File: src/wkd_pkg.sv
// ----------------------------------------------------------------------------
// wkd_pkg: shared definitions for the key number decoder
// Field widths, character codes, status codes and the controller state type.
// ----------------------------------------------------------------------------
package wkd_pkg;

    // Payload widths of the character and result beats.
    localparam int KEY_CHAR_W  = 8;
    localparam int KEY_VALUE_W = 32;
    localparam int STATUS_W    = 2;

    // Default limit on the number of characters looked at in one key.
    localparam int MAX_KEY_CHARS_DEF = 256;

    // Character codes of interest.
    localparam logic [KEY_CHAR_W-1:0] CHAR_ZERO  = 8'h30;
    localparam logic [KEY_CHAR_W-1:0] CHAR_NINE  = 8'h39;
    localparam logic [KEY_CHAR_W-1:0] CHAR_SPACE = 8'h20;

    // Multiplier applied to the running value per decimal digit.
    localparam int DECIMAL_BASE = 10;

    // Result status codes.
    localparam logic [STATUS_W-1:0] STATUS_OK        = 2'd0;
    localparam logic [STATUS_W-1:0] STATUS_NO_SPACES = 2'd1;
    localparam logic [STATUS_W-1:0] STATUS_OVERFLOW  = 2'd2;

    // Controller states: collect characters, divide, hand over the result.
    typedef enum logic [1:0] {
        ST_IDLE,
        ST_DIV,
        ST_DONE
    } t_state;

endpackage

File: src/wkd_in_if.sv
// ----------------------------------------------------------------------------
// wkd_in_if: character channel
// One beat carries one key character and the flag on the final character.
// ----------------------------------------------------------------------------
interface wkd_in_if;
    import wkd_pkg::*;

    logic                  valid;
    logic                  ready;
    logic [KEY_CHAR_W-1:0] key_char;
    logic                  last_char;

    modport source (output valid, output key_char, output last_char, input ready);
    modport sink   (input valid, input key_char, input last_char, output ready);

endinterface

File: src/wkd_out_if.sv
// ----------------------------------------------------------------------------
// wkd_out_if: result channel
// One beat carries the decoded key number and its status.
// ----------------------------------------------------------------------------
interface wkd_out_if;
    import wkd_pkg::*;

    logic                   valid;
    logic                   ready;
    logic [KEY_VALUE_W-1:0] key_value;
    logic [STATUS_W-1:0]    status;

    modport source (output valid, output key_value, output status, input ready);
    modport sink   (input valid, input key_value, input status, output ready);

endinterface

File: src/websocket_key_number_decode_unit.sv
// ----------------------------------------------------------------------------
// websocket_key_number_decode_unit: handshake key number decoder
// Folds the decimal digits of a key header into a number, counts its spaces
// and divides the number by the space count with a bit-serial divider.
// ----------------------------------------------------------------------------
// Characters are taken at one beat per cycle while the block is idle. After the
// beat that carries the final-character flag, the block runs its restoring
// divider, which retires one quotient bit per cycle, then loads the result
// register, and only then takes the next key's first character. The result
// register holds a finished beat while the block collects the next key;
// only a key that ends while the previous result has not been taken waits
// for it. Only the first MAX_KEY_CHARS characters of a key count; later
// ones are taken and dropped.
// ----------------------------------------------------------------------------
module websocket_key_number_decode_unit #(
    parameter int MAX_KEY_CHARS = wkd_pkg::MAX_KEY_CHARS_DEF
) (
    input  logic       i_clk,
    input  logic       i_rst_n,
    wkd_in_if.sink     i_in,
    wkd_out_if.source  o_out
);
    import wkd_pkg::*;

    localparam int CNT_W     = $clog2(MAX_KEY_CHARS + 1);
    localparam int SUM_W     = KEY_VALUE_W + 4;
    localparam int STEP_W    = $clog2(KEY_VALUE_W);
    localparam logic [CNT_W-1:0]  CNT_MAX   = CNT_W'(MAX_KEY_CHARS);
    localparam logic [STEP_W-1:0] STEP_LAST = STEP_W'(KEY_VALUE_W - 1);

    // Controller and key state.
    t_state                 r_state, n_state;
    logic [KEY_VALUE_W-1:0] r_digit, n_digit;
    logic [CNT_W-1:0]       r_spaces, n_spaces;
    logic [CNT_W-1:0]       r_chars, n_chars;
    logic                   r_ovf, n_ovf;

    // Divider datapath.
    logic [KEY_VALUE_W-1:0] r_quot;
    logic [CNT_W-1:0]       r_rem;
    logic [CNT_W-1:0]       r_divisor;
    logic [STEP_W-1:0]      r_step;
    logic [STATUS_W-1:0]    r_div_status;

    // Result register.
    logic                   r_out_valid;
    logic [KEY_VALUE_W-1:0] r_out_value;
    logic [STATUS_W-1:0]    r_out_status;

    // Controller outputs.
    logic w_in_ready;
    logic w_div_run;
    logic w_out_load;

    logic w_in_acc;
    logic w_key_end;
    logic w_take;
    logic w_is_digit;
    logic w_is_space;
    logic [SUM_W-1:0]       w_sum;
    logic [CNT_W:0]         w_trial;
    logic                   w_fits;

    assign w_in_acc  = i_in.valid && w_in_ready;
    assign w_key_end = w_in_acc && i_in.last_char;
    assign w_take    = w_in_acc && (r_chars < CNT_MAX);

    // Character classification.
    assign w_is_digit = (i_in.key_char inside {[CHAR_ZERO:CHAR_NINE]});
    assign w_is_space = (i_in.key_char == CHAR_SPACE);

    // Decimal fold: value * 8 + value * 2 + digit.
    assign w_sum = ({4'b0, r_digit} << 3) + ({4'b0, r_digit} << 1)
                 + SUM_W'(i_in.key_char[3:0]);

    // Key state after the current beat.
    always_comb begin
        n_digit  = r_digit;
        n_spaces = r_spaces;
        n_chars  = r_chars;
        n_ovf    = r_ovf;
        if (w_take) begin
            n_chars = r_chars + 1'b1;
            if (w_is_digit) begin
                if (r_ovf || (|w_sum[SUM_W-1:KEY_VALUE_W])) begin
                    n_digit = '1;
                    n_ovf   = 1'b1;
                end else begin
                    n_digit = w_sum[KEY_VALUE_W-1:0];
                end
            end else if (w_is_space) begin
                n_spaces = r_spaces + 1'b1;
            end
        end
    end

    // Key state registers, cleared when the key ends.
    always_ff @(posedge i_clk) begin
        if (!i_rst_n || w_key_end) begin
            r_digit  <= '0;
            r_spaces <= '0;
            r_chars  <= '0;
            r_ovf    <= 1'b0;
        end else begin
            r_digit  <= n_digit;
            r_spaces <= n_spaces;
            r_chars  <= n_chars;
            r_ovf    <= n_ovf;
        end
    end

    // Next-state logic.
    always_comb begin
        n_state = r_state;
        case (r_state)
            ST_IDLE: begin
                if (w_key_end) begin
                    n_state = ST_DIV;
                end
            end
            ST_DIV: begin
                if (r_step == STEP_LAST) begin
                    n_state = ST_DONE;
                end
            end
            ST_DONE: begin
                if (!r_out_valid || o_out.ready) begin
                    n_state = ST_IDLE;
                end
            end
            default: n_state = ST_IDLE;
        endcase
    end

    // Controller outputs.
    always_comb begin
        w_in_ready = 1'b0;
        w_div_run  = 1'b0;
        w_out_load = 1'b0;
        case (r_state)
            ST_IDLE: w_in_ready = 1'b1;
            ST_DIV:  w_div_run  = 1'b1;
            ST_DONE: w_out_load = !r_out_valid || o_out.ready;
            default: w_in_ready = 1'b0;
        endcase
    end

    always_ff @(posedge i_clk) begin
        if (!i_rst_n) begin
            r_state <= ST_IDLE;
        end else begin
            r_state <= n_state;
        end
    end

    // Restoring division step: shift in the next dividend bit and subtract.
    assign w_trial = {r_rem, r_quot[KEY_VALUE_W-1]};
    assign w_fits  = (w_trial >= {1'b0, r_divisor});

    always_ff @(posedge i_clk) begin
        if (w_key_end) begin
            r_quot    <= n_digit;
            r_rem     <= '0;
            r_divisor <= n_spaces;
            r_step    <= '0;
            if (n_spaces == '0) begin
                r_div_status <= STATUS_NO_SPACES;
            end else if (n_ovf) begin
                r_div_status <= STATUS_OVERFLOW;
            end else begin
                r_div_status <= STATUS_OK;
            end
        end else if (w_div_run) begin
            r_quot <= {r_quot[KEY_VALUE_W-2:0], w_fits};
            r_rem  <= w_fits ? CNT_W'(w_trial - {1'b0, r_divisor}) : w_trial[CNT_W-1:0];
            r_step <= r_step + 1'b1;
        end
    end

    // Result register.
    always_ff @(posedge i_clk) begin
        if (!i_rst_n) begin
            r_out_valid <= 1'b0;
        end else if (w_out_load) begin
            r_out_valid <= 1'b1;
        end else if (o_out.ready) begin
            r_out_valid <= 1'b0;
        end
    end

    always_ff @(posedge i_clk) begin
        if (w_out_load) begin
            r_out_status <= r_div_status;
            r_out_value  <= (r_div_status == STATUS_NO_SPACES) ? '0 : r_quot;
        end
    end

    assign i_in.ready      = w_in_ready;
    assign o_out.valid     = r_out_valid;
    assign o_out.key_value = r_out_value;
    assign o_out.status    = r_out_status;

    // A new result beat appears only from the hand-over state.
    a_out_from_done: assert property (@(posedge i_clk) disable iff (!i_rst_n)
        $rose(r_out_valid) |-> $past(r_state == ST_DONE))
        else $error("result beat raised outside the hand-over state");

    // While the divider owns the key, no new characters have been counted.
    a_key_clear_busy: assert property (@(posedge i_clk) disable iff (!i_rst_n)
        (r_state != ST_IDLE) |-> (r_chars == '0 && r_spaces == '0))
        else $error("key state not clear while dividing");

    // The character count never passes the limit.
    a_char_limit: assert property (@(posedge i_clk) disable iff (!i_rst_n)
        r_chars <= CNT_MAX)
        else $error("character count above limit");

    // A saturated value stays at all ones.
    a_ovf_sat: assert property (@(posedge i_clk) disable iff (!i_rst_n)
        r_ovf |-> (r_digit == '1))
        else $error("overflow flag without saturated value");

    // The partial remainder stays below a nonzero divisor.
    a_rem_bound: assert property (@(posedge i_clk) disable iff (!i_rst_n)
        (r_state == ST_DIV && r_divisor != '0) |-> (r_rem < r_divisor))
        else $error("divider remainder out of range");

endmodule

File: src/flat_wrapper.sv
// flat-port wrapper written by rule: the top's interface ports become plain ports
module websocket_key_number_decode_unit_flat import wkd_pkg::*;
#(
    parameter int MAX_KEY_CHARS = wkd_pkg::MAX_KEY_CHARS_DEF
)
  (i_clk, i_rst_n, i_in_valid, i_in_key_char, i_in_last_char, i_in_ready, o_out_valid, o_out_key_value, o_out_status, o_out_ready);
  wkd_in_if i_in_i ();
  wkd_out_if o_out_i ();
  input  logic i_clk;
  input  logic i_rst_n;
  input wire logic [$bits(i_in_i.valid)-1:0] i_in_valid;
  input wire logic [$bits(i_in_i.key_char)-1:0] i_in_key_char;
  input wire logic [$bits(i_in_i.last_char)-1:0] i_in_last_char;
  output wire logic [$bits(i_in_i.ready)-1:0] i_in_ready;
  output wire logic [$bits(o_out_i.valid)-1:0] o_out_valid;
  output wire logic [$bits(o_out_i.key_value)-1:0] o_out_key_value;
  output wire logic [$bits(o_out_i.status)-1:0] o_out_status;
  input wire logic [$bits(o_out_i.ready)-1:0] o_out_ready;
  assign i_in_i.valid = i_in_valid;
  assign i_in_i.key_char = i_in_key_char;
  assign i_in_i.last_char = i_in_last_char;
  assign i_in_ready = i_in_i.ready;
  assign o_out_valid = o_out_i.valid;
  assign o_out_key_value = o_out_i.key_value;
  assign o_out_status = o_out_i.status;
  assign o_out_i.ready = o_out_ready;
  websocket_key_number_decode_unit #(.MAX_KEY_CHARS(MAX_KEY_CHARS)) u_core (.i_clk(i_clk), .i_rst_n(i_rst_n), .i_in(i_in_i), .o_out(o_out_i));
endmodule
File: config.mk
export PLATFORM = sky130hd
export DESIGN_NAME = websocket_key_number_decode_unit_flat
export DESIGN_NICKNAME = d
export VERILOG_FILES = /design/src/wkd_pkg.sv /design/src/wkd_in_if.sv /design/src/wkd_out_if.sv /design/src/websocket_key_number_decode_unit.sv /design/src/flat_wrapper.sv
export SDC_FILE = /design/constraint.sdc
export NUM_CORES = 1
export LEC_CHECK = 0
export ABC_CLOCK_PERIOD_IN_PS = 3500
export BUFFER_PORTS_ARGS = -buffer_cell sky130_fd_sc_hd__buf_2
export CORE_ASPECT_RATIO = 1.2
export CORE_MARGIN = 1.5
export CORE_UTILIZATION = 35
export CTS_CLUSTER_DIAMETER = 80
export DETAILED_ROUTE_END_ITERATION = 7
export HOLD_SLACK_MARGIN = 0.03
export SYNTH_ARGS = -nofsm -noshare
export SYNTH_HDL_FRONTEND = slang
export SYNTH_SLANG_ARGS = --single-unit
File: constraint.sdc
create_clock -name i_clk -period 3.5 [get_ports i_clk]
set_input_delay 0.35 -clock i_clk [delete_from_list [all_inputs] [get_ports i_clk]]
set_output_delay 0.35 -clock i_clk [all_outputs]
set_load 0.01 [all_outputs]
==> flow_summary_export.csv <==
group,metric,value,unit
outcome,status,"finished, violations left",
outcome,violations,"setup timing",
floorplanning,die_w,145,um
timing,fmax,0.285,GHz
grt,grt_overflow_total,0,
worst_setup_path,endpoint_kind,"register",
worst_setup_path,rrSetupSlack,-10,ps
power,internal_power,3.35,mW
yosys,synth_top_area_frac,0.275,
yosys,synth_seq_cells,145,
grt,grt_max_degree,59,
power,netSwitchingPower,1.13,mW
floorplanning,die-area,25000,sq um
routing,drt-wirelength-per-cell,16.1,um
worst_setup_path,cp_max_fo,7,
floorplanning,initial_core_util,0.354,
yosys,synth_flop_cell,"edfxtp_1",
grt,grt_usage,0.169,
routing,drt_pre_antenna_iters,5,
worst_setup_path,ff2ff_path_depth,17,
timing,maxSlewHeadroom,0.304,
timing,fin_setup_tns,-22.5,ps
cts,htreeDepth,4,
finish,fill_cells,2267,
power,p_seq_frac,0.444,
finish,seq_area,3680,sq um
worst_setup_path,start_kind,"register",
place,place_ws,-431,ps
timing,layout_setup_ws,-12.8,ps
power,p_leak,4.24,nW
timing,drv_slew,0,
yosys,yosysMostFrequentCell,"o21ai_0",
yosys,ys_async_sr_fraction,0,
finish,diodes,0,
place,portBuffers,48,
grt,antenna_found_initial,0,
yosys,yosys_warnings,0,
cts,clk_pin_slew_worst_paths,70,ps
worst_setup_path,rr_endpoint,"u_core.r_digit[9]",
flow_run,cap_viol_max_count,0,
yosys,synth-edff-count,77,
yosys,synthTopCellsByCount,"o21ai_0, a21oi_1, edfxtp_1",
floorplanning,io_pins,49,
yosys,synth_cells,881,
worst_setup_path,crit_type,"reg -> reg",
grt,grt_pass1_wl,33500,um
routing,vias,6838,
cts,numCtsBuffers,17,
routing,route.detailed.drc,0,
timing,fin_skew,11.0,ps
power,irDropWorstVdd,0.000340,V
place,dp_hpwl,14500,um
routing,antenna_left,0,
routing,drt_iter0_drc,403,
worst_hold_path,hp-class,"in -> reg",
cts,cts_sinks,145,
finish,drive_gt1_frac,0.209,
finish,multi_input_area,4740,sq um
timing,rsz0062_at_grt,"yes",
timing,worstMarginPinSlew,1040,ps
worst_setup_path,critical_path_arrival,3860,ps
power,pwr-share-clk,0.419,
worst_setup_path,cp-endpoint,"u_core.r_digit[9]",
cts,cts.path.max_buffers,2,
floorplanning,num_rows,62,
power,swShare,0.253,
cts,cts_tree,"yes",
floorplanning,core_area,23800,sq um
finish,syn_to_final_growth,23.4,%
grt,grt_pass1_vias,6590,
place,finalWeightedCongestion,0.871,
timing,period_share,1.00,
timing,post-route-min-period,3510,ps
cts,ctsHoldBuffers,0,
cts,clock_latency,420,ps
yosys,avgSynthCellArea,9.56,sq um
routing,avgViaCountPerCell,5.29,
worst_setup_path,crit_path_start,"u_core.r_digit[0]",
finish,nNetsFinal,1052,
timing,report.final.setup_viol,3,
floorplanning,dieHeight,173,um
yosys,yosys.area.top_type,"edfxtp_1",
worst_setup_path,required,3850,ps
yosys,synth_area_leaders,"edfxtp_1, dfxtp_1, ha_1",
power,power_density,431,nW/um^2
yosys,ys_types,56,
cts,root_buffer,"clkbuf_16",
timing,hold_viol_final,0,
power,p_comb_frac,0.137,
routing,wirelength,20800,um
yosys,synth_nets,973,
worst_setup_path,reg2reg_from,"u_core.r_digit[0]",
yosys,syn-cell-area,8420,sq um
yosys,ys_seq_area_frac,0.436,
-- layer usage --
layer  up-vias  track usage  share of wire
li1       3395            -              -
met1      3289        0.223           0.46
met2       137        0.288           0.50
met3        17       0.0230          0.030
met4         0       0.0455          0.011
met5         -            0              0
-- metrics by stage --
stage	hold WS (ps)	cell area, sq um	utilization	power [mW]	std cells
after global placement	440	9230	0.387	2.59	1247
after detailed placement	440	9230	0.387	2.60	1247
final	195	10400	0.436	4.48	1293
after CTS	184	10200	0.429	4.49	1293
after global routing	193	10400	0.436	4.67	1293
after floorplan	417	8430	-	2.45	881
-- worst max-delay path: stages (launching register included) --
cell and delay [ps]:
dfxtp_2 330, fa_1 550, inv_2 50, fa_2 330
nand2b_4 160, a21oi_4 170, o21ai_2 90, a211oi_2 270
o211ai_1 160, buf_4 170, a22o_1 210, o21ai_2 200
a2111oi_4 60, buf_12 160, buf_6 130, buf_16 150
buf_8 130, a21oi_2 120
-- flip-flops by register name, indices dropped and copies added, names as in the netlist --
register                flops
u_core.r_div_status         2
u_core.r_spaces             9
u_core.r_state              2
u_core.r_rem                9
u_core.r_digit             32
u_core.r_divisor            9
u_core.r_quot              32
u_core.o_out.key_value     32
u_core.r_ovf                1
u_core.r_chars              9
u_core.r_step               5
u_core.o_out.valid          1
u_core.o_out.status         2
-- layout make-up --
cell class | count | share of cell area
multi-input cells | 661 | 0.456
flip-flops and latches | 145 | 0.354
repair buffers | 106 | 0.0814
clock buffers | 24 | 0.0517
well taps | 320 | 0.0385
inverters | 29 | 0.0105
clock inverters | 8 | 0.00831
-- power groups by stage --
| stage | logic [mW] | registers, mW | clock network, mW |
|---|---|---|---|
| 2_1_floorplan | 0.453 | 2.00 | 0 |
| 3_3_place_gp | 0.562 | 2.02 | 0 |
| 3_5_place_dp | 0.574 | 2.02 | 0 |
| 4_1_cts | 0.596 | 1.99 | 1.90 |
| 5_1_grt | 0.699 | 2.00 | 1.97 |
| 6_report | 0.613 | 1.99 | 1.88 |
-- how the worst min path moves through the flow --
stage	from	end	slack, ps	cells after the start
3_5_place_dp	u_core.r_div_status[0]	u_core.o_out.status[0]	440	0
2_1_floorplan	u_core.r_div_status[1]	u_core.o_out.status[1]	420	0
5_1_grt	i_rst_n	u_core.r_state[0]	190	2
6_report	i_rst_n	u_core.r_state[0]	190	2
3_3_place_gp	u_core.r_div_status[0]	u_core.o_out.status[0]	440	0
4_1_cts	i_rst_n	u_core.r_state[0]	180	2
-- cells in the final DEF, fill, tap and decap left out, types with 6 or more instances in the layout --
cell / synthesis / routed
a21o_1: 13 / 13
a21oi_1: 80 / 52
a21oi_2: 0 / 27
a31oi_1: 31 / 22
a31oi_4: 0 / 6
and2_1: 43 / 43
and3_1: 7 / 6
buf_2: 4 / 48
buf_4: 1 / 44
clkbuf_16: 0 / 22
dfxtp_1: 68 / 65
edfxtp_1: 77 / 77
ha_1: 76 / 74
inv_1: 29 / 27
nand2_1: 59 / 59
nand2b_1: 10 / 9
nand3_1: 13 / 13
nand4_1: 16 / 16
nor2_1: 41 / 41
nor2b_1: 8 / 7
nor3_1: 13 / 12
o21ai_0: 102 / 102
o221a_2: 6 / 6
or3_1: 35 / 35
xnor2_1: 23 / 23
xor2_1: 30 / 30
-- cell families after synthesis --
logic type / synth area share
buffers and inverters: 0.0362
XOR/XNOR: 0.0551
adder cells (fa/ha/maj): 0.120
multiplexers: 0.00609
AND/OR/NAND/NOR: 0.155
flip-flops: 0.436
AO/OA/AOI/OAI: 0.192
-- what timing repair did --
| action | CTS | global route |
|---|---|---|
| endpoints found under the hold margin | 0 | 0 |
| resized for setup | 44 | 26 |
| endpoints found under the setup margin | 65 | 66 |
| setup buffers | 10 | 2 |
| pin swaps | 20 | 12 |
| gates cloned | 4 | 1 |
Note: power is estimated with default switching activity, not from simulation.
